File: src/hdl/pkle_pkg.sv
`timescale 1ns / 1ps
// ----------------------------------------------------------------------------
// pkle_pkg: shared types and constants for the packed key list engine
// Operation codes, status codes, table geometry and the memory request type.
// ----------------------------------------------------------------------------
package pkle_pkg;

  localparam int TABLE_SIZE = 32;
  localparam int IDX_W = $clog2(TABLE_SIZE);
  localparam int CNT_W = $clog2(TABLE_SIZE + 1);
  localparam int KEY_W = 32;

  typedef logic [IDX_W-1:0] idx_t;
  typedef logic [CNT_W-1:0] cnt_t;
  typedef logic signed [KEY_W-1:0] key_t;

  typedef enum logic [2:0] {
    OP_APPEND  = 3'd0,
    OP_INSERT  = 3'd1,
    OP_LFIND   = 3'd2,
    OP_BFIND   = 3'd3,
    OP_DEL_AT  = 3'd4,
    OP_DEL_KEY = 3'd5,
    OP_SORT    = 3'd6,
    OP_READ    = 3'd7
  } op_t;

  typedef enum logic [1:0] {
    ST_OK        = 2'd0,
    ST_NOT_FOUND = 2'd1,
    ST_FULL      = 2'd2,
    ST_RANGE     = 2'd3
  } status_t;

  typedef struct packed {
    logic we;
    idx_t waddr;
    key_t wdata;
    idx_t raddr;
  } mem_req_t;

endpackage

File: src/hdl/pkle_if.sv
`timescale 1ns / 1ps
// ----------------------------------------------------------------------------
// pkle_in_if / pkle_out_if: valid/ready channels of the key list engine
// Request words carry an operation; response words carry its result.
// ----------------------------------------------------------------------------
interface pkle_in_if;
  logic        valid;
  logic        ready;
  logic [2:0]  kind;
  logic signed [31:0] key_value;
  logic [4:0]  slot_index;
  modport source (output valid, kind, key_value, slot_index, input ready);
  modport sink (input valid, kind, key_value, slot_index, output ready);
endinterface

interface pkle_out_if;
  logic        valid;
  logic        ready;
  logic [1:0]  status;
  logic [5:0]  found_place;
  logic signed [31:0] read_value;
  logic [5:0]  occupied_count;
  modport source (output valid, status, found_place, read_value, occupied_count,
                  input ready);
  modport sink (input valid, status, found_place, read_value, occupied_count,
                output ready);
endinterface

File: src/hdl/pkle_ram.sv
`timescale 1ns / 1ps
// ----------------------------------------------------------------------------
// pkle_ram: key table storage
// One write port and one read port, registered read data.
// ----------------------------------------------------------------------------
module pkle_ram (
  input  logic              clk,
  input  pkle_pkg::mem_req_t req,
  output pkle_pkg::key_t    rdata
);
  import pkle_pkg::*;

  key_t mem [TABLE_SIZE];

  always_ff @(posedge clk) begin
    if (req.we) begin
      mem[req.waddr] <= req.wdata;
    end
    rdata <= mem[req.raddr];
  end
endmodule

File: src/hdl/pkle_ctrl.sv
`timescale 1ns / 1ps
// ----------------------------------------------------------------------------
// pkle_ctrl: operation sequencer
// Clears the table after reset, then runs each operation as passes over the
// table memory, one read and at most one write per cycle.
// ----------------------------------------------------------------------------
module pkle_ctrl (
  input  logic clk,
  input  logic rst,
  pkle_in_if.sink   req,
  pkle_out_if.source rsp,
  output pkle_pkg::mem_req_t mreq,
  input  pkle_pkg::key_t     rdata
);
  import pkle_pkg::*;

  typedef enum logic [18:0] {
    S_CLEAR    = 19'h00001,
    S_IDLE     = 19'h00002,
    S_PREFIX   = 19'h00004,   // find prefix length
    S_EXEC     = 19'h00008,   // dispatch once prefix known
    S_LIN      = 19'h00010,   // linear probe stream
    S_BIN_PR   = 19'h00020,   // binary probe: issue read of mid
    S_BIN_CMP  = 19'h00040,   // binary probe: compare
    S_RD_WAIT  = 19'h00080,
    S_INS_FWD  = 19'h00100,   // search empty slot forward from pos
    S_INS_BWD  = 19'h00200,   // search empty slot backward from pos-1
    S_SH_RD    = 19'h00400,   // shift: read neighbor or place key
    S_SH_WR    = 19'h00800,   // shift: write neighbor
    S_COMP     = 19'h01000,   // compaction pass
    S_FILL     = 19'h02000,   // zero fill of the tail
    S_SORT_LD  = 19'h04000,
    S_SORT_GV  = 19'h08000,
    S_SORT_RJ  = 19'h10000,
    S_SORT_CMP = 19'h20000,
    S_COUNT    = 19'h40000    // closing prefix count
  } state_t;

  typedef logic signed [CNT_W:0] sidx_t;

  state_t  state;
  op_t     op;
  key_t    key;
  idx_t    pos;
  logic    pos_bad;
  status_t status;
  cnt_t    place;
  key_t    rdv;
  // scan machinery
  cnt_t    ri;          // next read index
  idx_t    rq;          // address whose data is on rdata when rv is set
  logic    rv;
  cnt_t    w;           // compaction write pointer
  cnt_t    n;           // prefix length
  idx_t    e;           // empty slot for insert
  idx_t    cur;         // shift position
  sidx_t   lo, hi;
  // insertion sort
  cnt_t    si;
  sidx_t   sj;
  key_t    sv;
  logic    post_sort;

  sidx_t mid;
  logic  rd_zero;
  logic  last_rq;
  logic  cnt_hit;

  assign mid     = lo + ((hi - lo) >>> 1);
  assign rd_zero = (rdata == '0);
  assign last_rq = (rq == idx_t'(TABLE_SIZE - 1));
  assign cnt_hit = rv && (rd_zero || last_rq);

  assign req.ready = (state == S_IDLE) && !rsp.valid;

  // table port
  always_comb begin
    mreq.we    = 1'b0;
    mreq.waddr = '0;
    mreq.wdata = '0;
    mreq.raddr = ri[IDX_W-1:0];
    case (state)
      S_CLEAR: begin
        mreq.we    = 1'b1;
        mreq.waddr = ri[IDX_W-1:0];
      end
      S_EXEC: begin
        case (op)
          OP_APPEND: begin
            if (n != cnt_t'(TABLE_SIZE)) begin
              mreq.we    = 1'b1;
              mreq.waddr = n[IDX_W-1:0];
              mreq.wdata = key;
            end
          end
          OP_DEL_AT: begin
            if (!pos_bad) begin
              mreq.we    = 1'b1;
              mreq.waddr = pos;
            end
          end
          OP_READ: mreq.raddr = pos;
          default: mreq.we = 1'b0;
        endcase
      end
      S_LIN: begin
        if (rv && rdata == key && op == OP_DEL_KEY) begin
          mreq.we    = 1'b1;
          mreq.waddr = rq;
        end
      end
      S_BIN_PR: mreq.raddr = mid[IDX_W-1:0];
      S_SH_RD: begin
        if (cur == pos) begin
          mreq.we    = 1'b1;
          mreq.waddr = pos;
          mreq.wdata = key;
        end else begin
          mreq.raddr = (e > pos) ? cur - idx_t'(1) : cur + idx_t'(1);
        end
      end
      S_SH_WR: begin
        mreq.we    = 1'b1;
        mreq.waddr = cur;
        mreq.wdata = rdata;
      end
      S_COMP: begin
        if (rv && !rd_zero) begin
          mreq.we    = 1'b1;
          mreq.waddr = w[IDX_W-1:0];
          mreq.wdata = rdata;
        end
      end
      S_FILL: begin
        if (w < cnt_t'(TABLE_SIZE)) begin
          mreq.we    = 1'b1;
          mreq.waddr = w[IDX_W-1:0];
        end
      end
      S_SORT_LD: mreq.raddr = si[IDX_W-1:0];
      S_SORT_RJ: begin
        if (sj < 0) begin
          mreq.we    = 1'b1;
          mreq.waddr = idx_t'(sj + sidx_t'(1));
          mreq.wdata = sv;
        end else begin
          mreq.raddr = sj[IDX_W-1:0];
        end
      end
      S_SORT_CMP: begin
        mreq.we    = 1'b1;
        mreq.waddr = idx_t'(sj + sidx_t'(1));
        mreq.wdata = (rdata > sv) ? rdata : sv;
      end
      default: mreq.we = 1'b0;
    endcase
  end

  // response valid: raise on the closing count, drop when taken
  always_ff @(posedge clk) begin
    if (rst) begin
      rsp.valid <= 1'b0;
    end else if (state == S_COUNT && cnt_hit) begin
      rsp.valid <= 1'b1;
    end else if (rsp.ready) begin
      rsp.valid <= 1'b0;
    end
  end

  always_ff @(posedge clk) begin
    if (rst) begin
      state <= S_CLEAR;
      ri    <= '0;
      rv    <= 1'b0;
    end else begin
      case (state)
        S_CLEAR: begin
          ri <= ri + cnt_t'(1);
          if (ri == cnt_t'(TABLE_SIZE - 1)) state <= S_IDLE;
        end
        S_IDLE: begin
          if (req.valid && req.ready) begin
            op        <= op_t'(req.kind);
            key       <= req.key_value;
            pos       <= idx_t'(req.slot_index);
            pos_bad   <= (32'(req.slot_index) >= TABLE_SIZE);
            status    <= ST_OK;
            place     <= '0;
            rdv       <= '0;
            ri        <= '0;
            rv        <= 1'b0;
            w         <= '0;
            post_sort <= 1'b0;
            state     <= S_PREFIX;
          end
        end
        S_PREFIX: begin
          if (cnt_hit) begin
            n     <= rd_zero ? cnt_t'(rq) : cnt_t'(TABLE_SIZE);
            rv    <= 1'b0;
            state <= S_EXEC;
          end else begin
            rq <= ri[IDX_W-1:0];
            rv <= 1'b1;
            ri <= ri + cnt_t'(1);
          end
        end
        S_EXEC: begin
          rv <= 1'b0;
          ri <= (op == OP_INSERT && !pos_bad) ? cnt_t'(pos) : '0;
          case (op)
            OP_APPEND: begin
              if (n == cnt_t'(TABLE_SIZE)) status <= ST_FULL;
              state <= S_COUNT;
            end
            OP_LFIND, OP_DEL_KEY: begin
              if (n == '0) begin
                status <= ST_NOT_FOUND;
                state  <= S_COUNT;
              end else begin
                state <= S_LIN;
              end
            end
            OP_BFIND: begin
              lo    <= '0;
              hi    <= $signed({1'b0, n}) - sidx_t'(1);
              state <= S_BIN_PR;
            end
            OP_READ: begin
              if (pos_bad) begin
                status <= ST_RANGE;
                state  <= S_COUNT;
              end else begin
                state <= S_RD_WAIT;
              end
            end
            OP_DEL_AT: begin
              if (pos_bad) begin
                status <= ST_RANGE;
                state  <= S_COUNT;
              end else begin
                state <= S_COMP;
              end
            end
            OP_SORT: begin
              post_sort <= 1'b1;
              state     <= S_COMP;
            end
            OP_INSERT: begin
              if (pos_bad) begin
                status <= ST_RANGE;
                state  <= S_COUNT;
              end else begin
                state <= S_INS_FWD;
              end
            end
            default: state <= S_COUNT;
          endcase
        end
        S_LIN: begin
          if (rv && rdata == key) begin
            place <= cnt_t'(rq) + cnt_t'(1);
            rv    <= 1'b0;
            ri    <= '0;
            state <= (op == OP_DEL_KEY) ? S_COMP : S_COUNT;
          end else if (rv && cnt_t'(rq) + cnt_t'(1) == n) begin
            status <= ST_NOT_FOUND;
            rv     <= 1'b0;
            ri     <= '0;
            state  <= S_COUNT;
          end else begin
            rq <= ri[IDX_W-1:0];
            rv <= 1'b1;
            ri <= ri + cnt_t'(1);
          end
        end
        S_BIN_PR: begin
          if (lo > hi) begin
            status <= ST_NOT_FOUND;
            state  <= S_COUNT;
          end else begin
            rq    <= mid[IDX_W-1:0];
            state <= S_BIN_CMP;
          end
        end
        S_BIN_CMP: begin
          if (rdata == key) begin
            place <= cnt_t'(rq) + cnt_t'(1);
            state <= S_COUNT;
          end else begin
            if (rdata > key) hi <= $signed({1'b0, cnt_t'(rq)}) - sidx_t'(1);
            else lo <= $signed({1'b0, cnt_t'(rq)}) + sidx_t'(1);
            state <= S_BIN_PR;
          end
        end
        S_RD_WAIT: begin
          rdv   <= rdata;
          state <= S_COUNT;
        end
        S_INS_FWD: begin
          if (rv && rd_zero) begin
            e     <= rq;
            cur   <= rq;
            rv    <= 1'b0;
            state <= S_SH_RD;
          end else if (rv && last_rq) begin
            rv <= 1'b0;
            if (pos == '0) begin
              status <= ST_FULL;
              ri     <= '0;
              state  <= S_COUNT;
            end else begin
              ri    <= cnt_t'(pos) - cnt_t'(1);
              state <= S_INS_BWD;
            end
          end else begin
            rq <= ri[IDX_W-1:0];
            rv <= 1'b1;
            ri <= ri + cnt_t'(1);
          end
        end
        S_INS_BWD: begin
          if (rv && rd_zero) begin
            e     <= rq;
            cur   <= rq;
            rv    <= 1'b0;
            state <= S_SH_RD;
          end else if (rv && rq == '0) begin
            status <= ST_FULL;
            rv     <= 1'b0;
            ri     <= '0;
            state  <= S_COUNT;
          end else begin
            rq <= ri[IDX_W-1:0];
            rv <= 1'b1;
            ri <= ri - cnt_t'(1);
          end
        end
        S_SH_RD: begin
          // key lands at pos once the walk from the empty slot arrives
          if (cur == pos) begin
            ri    <= '0;
            state <= S_COUNT;
          end else begin
            state <= S_SH_WR;
          end
        end
        S_SH_WR: begin
          cur   <= (e > pos) ? cur - idx_t'(1) : cur + idx_t'(1);
          state <= S_SH_RD;
        end
        S_COMP: begin
          // writes trail the reads, so no entry is read after it is moved
          if (rv && !rd_zero) w <= w + cnt_t'(1);
          if (rv && last_rq) begin
            n     <= rd_zero ? w : w + cnt_t'(1);
            rv    <= 1'b0;
            state <= S_FILL;
          end else begin
            rq <= ri[IDX_W-1:0];
            rv <= 1'b1;
            ri <= ri + cnt_t'(1);
          end
        end
        S_FILL: begin
          if (w < cnt_t'(TABLE_SIZE)) begin
            w <= w + cnt_t'(1);
          end else begin
            ri <= '0;
            if (post_sort) begin
              si    <= cnt_t'(1);
              state <= S_SORT_LD;
            end else begin
              state <= S_COUNT;
            end
          end
        end
        S_SORT_LD: begin
          if (si >= n) state <= S_COUNT;
          else state <= S_SORT_GV;
        end
        S_SORT_GV: begin
          sv    <= rdata;
          sj    <= $signed({1'b0, si}) - sidx_t'(1);
          state <= S_SORT_RJ;
        end
        S_SORT_RJ: begin
          if (sj < 0) begin
            si    <= si + cnt_t'(1);
            state <= S_SORT_LD;
          end else begin
            state <= S_SORT_CMP;
          end
        end
        S_SORT_CMP: begin
          if (rdata > sv) begin
            sj    <= sj - sidx_t'(1);
            state <= S_SORT_RJ;
          end else begin
            si    <= si + cnt_t'(1);
            state <= S_SORT_LD;
          end
        end
        S_COUNT: begin
          if (cnt_hit) begin
            rv                 <= 1'b0;
            rsp.status         <= status;
            rsp.found_place    <= place;
            rsp.read_value     <= rdv;
            rsp.occupied_count <= rd_zero ? cnt_t'(rq) : cnt_t'(TABLE_SIZE);
            state              <= S_IDLE;
          end else begin
            rq <= ri[IDX_W-1:0];
            rv <= 1'b1;
            ri <= ri + cnt_t'(1);
          end
        end
        default: state <= S_IDLE;
      endcase
    end
  end

  ap_found_ok: assert property (@(posedge clk) disable iff (rst)
    rsp.valid && rsp.found_place != '0 |-> rsp.status == ST_OK);
  ap_read_zero: assert property (@(posedge clk) disable iff (rst)
    rsp.valid && rsp.status != ST_OK |-> rsp.read_value == '0)
    else $error("read value not zero on failure");
  ap_count: assert property (@(posedge clk) disable iff (rst)
    rsp.valid |-> rsp.occupied_count <= 6'(TABLE_SIZE))
    else $error("count beyond table");
  ap_hold: assert property (@(posedge clk) disable iff (rst)
    rsp.valid && !rsp.ready |=> rsp.valid && $stable(rsp.occupied_count))
    else $error("response word changed while stalled");
endmodule

File: src/hdl/packed_key_list_engine_unit.sv
`timescale 1ns / 1ps
// ----------------------------------------------------------------------------
// packed_key_list_engine_unit: key table with append, insert, search, delete,
// sort and read
// ----------------------------------------------------------------------------
// The table lives in one 32-entry memory with one read and one write port.
// After reset a clearing pass zeroes it; no word is accepted until then.
// One request word is handled at a time and the next is held off until the
// response word has been taken: each operation scans the table in memory
// passes (a prefix count, then search, shift or compaction, then a closing
// prefix recount); sort compacts, then runs an insertion sort.
module packed_key_list_engine_unit (
  input logic clk,
  input logic rst,
  pkle_in_if.sink    req,
  pkle_out_if.source rsp
);
  import pkle_pkg::*;

  mem_req_t mreq;
  key_t     rdata;

  // sequencer: owns both channels and drives the table port
  pkle_ctrl u_ctrl (
    .clk   (clk),
    .rst   (rst),
    .req   (req),
    .rsp   (rsp),
    .mreq  (mreq),
    .rdata (rdata)
  );

  // table storage
  pkle_ram u_ram (
    .clk   (clk),
    .req   (mreq),
    .rdata (rdata)
  );
endmodule
File: src/flat_wrapper.sv
// flat-port wrapper written by rule: the top's interface ports become plain ports
module packed_key_list_engine_unit_flat import pkle_pkg::*;
  (clk, rst, req_valid, req_kind, req_key_value, req_slot_index, req_ready, rsp_valid, rsp_status, rsp_found_place, rsp_read_value, rsp_occupied_count, rsp_ready);
  pkle_in_if req_i ();
  pkle_out_if rsp_i ();
  input logic clk;
  input logic rst;
  input wire logic [$bits(req_i.valid)-1:0] req_valid;
  input wire logic [$bits(req_i.kind)-1:0] req_kind;
  input wire logic [$bits(req_i.key_value)-1:0] req_key_value;
  input wire logic [$bits(req_i.slot_index)-1:0] req_slot_index;
  output wire logic [$bits(req_i.ready)-1:0] req_ready;
  output wire logic [$bits(rsp_i.valid)-1:0] rsp_valid;
  output wire logic [$bits(rsp_i.status)-1:0] rsp_status;
  output wire logic [$bits(rsp_i.found_place)-1:0] rsp_found_place;
  output wire logic [$bits(rsp_i.read_value)-1:0] rsp_read_value;
  output wire logic [$bits(rsp_i.occupied_count)-1:0] rsp_occupied_count;
  input wire logic [$bits(rsp_i.ready)-1:0] rsp_ready;
  assign req_i.valid = req_valid;
  assign req_i.kind = req_kind;
  assign req_i.key_value = req_key_value;
  assign req_i.slot_index = req_slot_index;
  assign req_ready = req_i.ready;
  assign rsp_valid = rsp_i.valid;
  assign rsp_status = rsp_i.status;
  assign rsp_found_place = rsp_i.found_place;
  assign rsp_read_value = rsp_i.read_value;
  assign rsp_occupied_count = rsp_i.occupied_count;
  assign rsp_i.ready = rsp_ready;
  packed_key_list_engine_unit u_core (.clk(clk), .rst(rst), .req(req_i), .rsp(rsp_i));
endmodule
File: config.mk
export PLATFORM = sky130hd
export DESIGN_NAME = packed_key_list_engine_unit_flat
export DESIGN_NICKNAME = d
export VERILOG_FILES = /design/src/hdl/pkle_pkg.sv /design/src/hdl/pkle_if.sv /design/src/hdl/pkle_ram.sv /design/src/hdl/pkle_ctrl.sv /design/src/hdl/packed_key_list_engine_unit.sv /design/src/flat_wrapper.sv
export SDC_FILE = /design/constraint.sdc
export NUM_CORES = 2
export LEC_CHECK = 0
export BUFFER_PORTS_ARGS = -buffer_cell sky130_fd_sc_hd__buf_4
export CAP_MARGIN = 20
export CORE_MARGIN = 5
export CORE_UTILIZATION = 70
export CTS_BUF_LIST = sky130_fd_sc_hd__clkbuf_8
export DETAILED_ROUTE_END_ITERATION = 8
export HOLD_SLACK_MARGIN = 0.1
export PLACE_DENSITY_LB_ADDON = 0.2
export SETUP_SLACK_MARGIN = 0.02
export SYNTH_ARGS = -nofsm -noshare
export SYNTH_HDL_FRONTEND = slang
export SYNTH_SLANG_ARGS = --single-unit
File: constraint.sdc
create_clock -name clk -period 16.8 [get_ports clk]
set_input_delay 1.68 -clock clk [delete_from_list [all_inputs] [get_ports clk]]
set_output_delay 1.68 -clock clk [all_outputs]
set_load 0.01 [all_outputs]
-- After elaboration in Yosys (flattened, before gate mapping)
Memories as Yosys holds them, arrays and structs flattened. A register that Yosys moved wholly into a read port is not among the register bits.
Index checks and enable logic that the tools add are counted.
- input bits: 44
- flip-flop bits (word level): 240
- RAM bits: 1024
- output and inout bits: 48
- memories: 1
- memory list (name ; words ; bits a word ; rd ports ; clocked after Yosys merged registers in ; wr ports ; RTL line ; text):
    u_core.u_ram.mem ; 32 ; 32 ; 1 ; 1 ; 1 ; pkle_ram.sv:13 ; key_t mem [TABLE_SIZE];
- $lt $le $gt $ge: 7
- reduce and logical (&&, ||, !) cells: 58
- equality and inequality tests: 74
- add/subtract/negate cells: 16
- bitwise gates (word level): 1
- mux-type cells: 123
- operators with widths (cell ; count):
    $mux W19 ; 20
    $pmux W19 S19 ; 1
    $pmux W32 S6 ; 1
    $mux W6 ; 26
    $mux W38 ; 4
    $pmux W19 S6 ; 1
    $mux W32 ; 3
    $mux W5 ; 14
    $gt A32 B32 Y1 ; 2
    $pmux W32 S2 ; 1
    $ne A2 B2 Y1 const B ; 31
    $pmux W6 S10 ; 1
    $pmux W6 S3 ; 3
    $mux W7 ; 7
    $pmux W5 S9 ; 1
    $pmux W7 S2 ; 3
    $eq A32 B32 Y1 ; 1
    $logic_not A32 Y1 ; 1
    $pmux W5 S6 ; 1
    $pmux W5 S5 ; 1
    $mux W2 ; 11
    $pmux W5 S2 ; 2
    $reduce_and A5 Y1 ; 4
    $eq A19 B1 Y1 const B ; 1
    75 further kinds ; 138

-- Logic depth before layout (Yosys ltp)
- depth in word-level cells: 7
- gate-level depth with buffers: 21

-- Modules after synthesis
From an unflattened synthesis, not the netlist that was laid out.
- cell total of the unflattened synthesis: 3555
- area total of the unflattened synthesis: 54528.5 um^2
- modules (own cells, without submodules) (module ; sequential area each (um^2) ; area each (um^2) ; cells each ; times used):
    pkle_ram ; 31390.1 ; 40487.6 ; 2260 ; 1
    pkle_ctrl ; 6906.6 ; 14041.0 ; 1295 ; 1

-- Least setup slack after synthesis
No wires, ideal clock.
- path type: input to register
- from: input port rst
- to: register u_core.u_ctrl.rsp.found_place[0] (enable)
- data required time: 16.279 ns
- stages on the path: 1
- data arrival time: 5.152 ns
- path slack: 11.127 ns
- path buffers: 0
- library setup time: 0.521 ns
- path through: a211oi_1
- cells in the longest elaborated chain, start to end: 2
- RTL lines (element ; RTL line ; text):
    from (decl) ; flat_wrapper.sv:7 ; input logic rst;
    $not A1 Y1 (no source line) ; n/a ;
    $reduce_and A3 Y1 (no source line) ; n/a ;
    to (signal assigned) ; pkle_ctrl.sv:408 ; rsp.found_place <= place;
    to (decl) ; pkle_if.sv:23 ; modport source (output valid, status, found_place, read_value, occupied_count,
Every way passes these cells.
A chain may end at the register's enable or synchronous reset.

-- Worst setup path after layout
- from: register u_core.u_ctrl.hi[0]
- to: register u_core.u_ram.rdata[16], read port of u_core.u_ram.mem
- cells in the longest elaborated chain, start to end: 3
- RTL lines (element ; RTL line ; text):
    from (decl) ; pkle_ctrl.sv:57 ; sidx_t lo, hi;
    from (signal assigned) ; pkle_ctrl.sv:226 ; hi <= $signed({1'b0, n}) - sidx_t'(1);
    from (signal assigned) ; pkle_ctrl.sv:291 ; if (rdata > key) hi <= $signed({1'b0, cnt_t'(rq)}) - sidx_t'(1);
    $sub A6 B6 Y6 ; pkle_ctrl.sv:69 ; assign mid = lo + ((hi - lo) >>> 1);
    $add A5 B5 Y5 ; pkle_ctrl.sv:69 ;
    $pmux W5 S5 ; pkle_ctrl.sv:82 ; case (state)
    to (decl) ; pkle_ram.sv:9 ; output pkle_pkg::key_t rdata
Every way passes these cells.

==> flow_summary.ini <==
[setup_path]
reg2reg_depth = 18
required_ns = 17.55
r2r_slack_ns = 10.63
worst_path_most_repeated_cell = inv_1
worst_r2r_endpoint = u_core.u_ram.rdata[16]
cp-start-kind = flip-flop
worst_r2r_startpoint = u_core.u_ctrl.hi[0]
worstSetupPathType = flip-flop to flip-flop
worstSetupEndpointType = flip-flop
critPathTopFamily = buffers and inverters
worstPathCellList = inv_1 > ha_1 > inv_1 > fa_1 > ha_1 > inv_1 > fa_1 > nor3_1 > a221o_1 > a221o_1 > a21o_4 > buf_4 > and2_2 > buf_4 > a2111oi_0 > o21ai_1 > nand2_1 > nor3_1
crit_slowest_cell = buf_4
cp.arrival_ns = 6.92
crit_buf_inv = 5
cp-startpoint = u_core.u_ctrl.hi[0]
crit_fanout = 62
slowest_delay_ns = 0.71

[worst_hold_path]
hp-start = u_core.u_ctrl.rdv[27]
hold_end = u_core.u_ctrl.rsp.read_value[27]
hp-class = flip-flop to flip-flop
whs_path_depth = 0

[final_layout]
finalNetCount = 4423
finish.utilization = 0.781
final.fill_count = 4391
area_growth_pct = 11.1
final_cells = 5468
final_cell_area_mm2 = 0.0603
layout-drive-gt1-share = 0.122

[synth]
yosys_most_used_dff = edfxtp_1
syn_area_per_cell_um2 = 13.3
synth_fp_nets = 4249
synth-async-reset-ratio = 0
postSynthRegisterBits = 1295
synth_edf_count = 1236
netlist_area_mm2 = 0.0543
netlist_instances = 4097
synth_top_area_frac = 0.683
yosys.area.top_type = edfxtp_1
synth-seq-area-share = 0.705
synth_area_leaders = edfxtp_1 68%, nand2_1 4.9%, mux2i_1 3.6%
yosysWarnings = 0
yosysUniqueCellTypes = 74

[power_and_ir_drop]
p_leak_nw = 21.0
share_seq_of_total_power = 0.492
switching_share = 0.316
pwr-share-clk = 0.306
combPwrFrac = 0.202
vdd_drop_max_v = 0.000106
p_int_mw = 5.35
power_density_mw_per_mm2 = 130
p_sw_mw = 2.47

[routing]
routed_wl_um = 145000
vias = 36500
wl_met2_um = 66800
drc_errors = 0
wl_per_cell_um = 26.6
drtAntennaViolNets = 0
drt-pass1-iter-count = 7
viasPerCell = 6.67
wl_met1_um = 53200
top_layer_used = met4
route.met3.wl_um = 19900
initialDrtViolationCount = 5222

[timing]
rsz0062_at_grt = false
tightest_slew_ns = 1.18
max_freq_mhz = 162
drv_slew = 0
max_slew_margin = 0.216
fin_crit_ns = 6.17
skew_ns = 0.0540
finalHoldViolCount = 0
postLayoutSetupSlackWorst_ns = 10.63
setup_tns_ns = 0
post-route-period-util = 0.367
setup_violations = 0

[clock_network]
cts.sink_count = 1295
htreeDepth = 4
cts_max_path_buffers = 3
cts_tree = yes
numCtsBuffers = 195
clk_pin_slew_ns = 0.06
clock_latency_ns = 0.89
cts_hold_buf = 0
cts_root_buffer = clkbuf_8
cts_resized = 0
post_cts_buffers = 0

[status]
status = complete, no violations

[global_route]
grt_max_degree = 196
antenna_found_initial = 5
grt_pass1_vias = 35300
overflow = 0
grt_pass1_wl_um = 215000
grt.total_usage = 0.347

[placed_design]
place.port_buffers = 91
gp_congestion = 0.984
pre_cts_slack_ns = 10.85
dp.cells = 5109
placed_area_mm2 = 0.0566
hpwlAfterDp_um = 82400

[die]
die_area_mm2 = 0.0833
start_util = 0.703
die_x_um = 289
num_rows = 102
io_pins = 92
die_height_um = 289
coreArea_mm2 = 0.0772

[flow_run]
maxCapViolations = 0
==> final cells by class <==
class	count	area, um^2	share of cell area
repair buffers	192	1560	0.0258
well taps	1040	1300	0.0216
diodes	2	5.00	0.0000830
inverters	110	413	0.00684
clock buffers	209	2880	0.0477
clock inverters	143	736	0.0122
multi-input cells	2477	15100	0.251
flip-flops and latches	1295	38300	0.635
==> how the worst max path moves through the flow <==
stage	endpoint	slack (ns)	cells past startpoint
floorplan	u_core.u_ctrl.rsp.found_place[0]	11.13	1
global placement	u_core.u_ram.rdata[7]	10.99	14
detailed placement	u_core.u_ram.rdata[16]	10.85	18
CTS	u_core.u_ram.rdata[7]	10.83	14
global route	u_core.u_ram.rdata[16]	10.42	15
finish	u_core.u_ram.rdata[16]	10.63	18
==> cells in the mapped netlist, drive strengths merged (26+ instances only) <==
library cell,n
a21oi,190
edfxtp,1236
a2111oi,66
inv,109
xnor2,30
nand3,160
nor4,27
o21ai,150
buf,93
dfxtp,59
a32oi,33
clkbuf,122
nor2,254
and3,39
nor3,66
a31oi,103
nor2b,26
a222oi,34
nand2,710
and2,49
mux2i,198
ha,105
nand4,41
==> through the flow <==
| stage | hold slack, ns | power [mW] |
|---|---|---|
| 4_1_cts | 0.372 | 7.78 |
| 3_5_place_dp | 0.405 | 5.43 |
| 2_1_floorplan | 0.400 | 4.85 |
| 6_report | 0.379 | 7.82 |
| 3_3_place_gp | 0.402 | 5.38 |
| 5_1_grt | 0.388 | 8.10 |
==> worst register-to-register path: stages, from the launching register on <==
cell and delay [ns]:
edfxtp_1 0.40, inv_1 0.08, ha_1 0.16, inv_1 0.05
fa_1 0.51, ha_1 0.19, inv_1 0.07, fa_1 0.50
nor3_1 0.49, a221o_1 0.20, a221o_1 0.23, a21o_4 0.53
buf_4 0.70, and2_2 0.27, buf_4 0.71, a2111oi_0 0.32
o21ai_1 0.14, nand2_1 0.26, nor3_1 0.28
==> state kept, by name, summed over array words and instances, names as in the netlist, 6 cells and up <==
signal	count
u_core.u_ram.mem	1024
u_core.u_ctrl.key	32
u_core.u_ctrl.rdv	32
u_core.u_ctrl.rsp.read_value	32
u_core.u_ctrl.sv	32
u_core.u_ram.rdata	32
u_core.u_ctrl.state	19
u_core.u_ctrl.hi	7
u_core.u_ctrl.sj	7
u_core.u_ctrl.lo	6
u_core.u_ctrl.n	6
u_core.u_ctrl.place	6
u_core.u_ctrl.ri	6
u_core.u_ctrl.rsp.found_place	6
u_core.u_ctrl.rsp.occupied_count	6
u_core.u_ctrl.si	6
u_core.u_ctrl.w	6
==> per-layer routing <==
layer	vias up	global-route usage
li1	15700	-
met1	17700	0.491
met2	2673	0.533
met3	410	0.0860
met4	0	0.136
met5	-	0
==> layout by cell type (no fill, tap or decap), types with 7 or more instances in the layout <==
cell type  count
mux2i_1      198
xor2_1        25
and2_1        45
o21a_1        11
inv_1        172
clkinv_2      21
nor3_1        65
xnor2_1       30
a21o_1        24
nand2_1      709
nor2_4        34
a222oi_1      34
o21ai_2       32
a31oi_1      103
or3_1         11
nand3_1      158
nand2b_1      17
or2_2          8
a21oi_1      187
nor2b_1       24
clkbuf_8     209
dfxtp_1       59
buf_4        179
a32oi_1       33
clkinv_1      42
and3_1        39
nor4_1        21
nand4_1       40
a211oi_1      15
o21ai_0       58
edfxtp_1    1236
o22ai_1        7
o21ai_1       60
a2111oi_0     65
ha_1         105
nor2_1       219
==> power by group through the flow <==
stage	Sequential, mW	Clock (mW)	Combinational [mW]
4_1_cts	3.83	2.41	1.54
2_1_floorplan	3.82	0	1.03
5_1_grt	3.85	2.57	1.69
3_5_place_dp	3.90	0	1.53
3_3_place_gp	3.89	0	1.49
6_report	3.84	2.39	1.58
==> kinds of logic (layout without fill, tap and decap cells) <==
| logic type | Yosys count | count (layout) | synth area share |
|---|---|---|---|
| adders and majority gates | 108 | 108 | 0.0253 |
| AOI/OAI and AO/OA | 678 | 678 | 0.0804 |
| muxes | 198 | 198 | 0.0365 |
| buffers and inverters | 325 | 654 | 0.0250 |
| and+or+nand+nor | 1438 | 1438 | 0.119 |
| DFF | 1295 | 1295 | 0.705 |
| other | 0 | 2 | 0 |
| xor gates and xnor gates | 55 | 55 | 0.00887 |
Note: power is estimated with default switching activity, not from simulation.
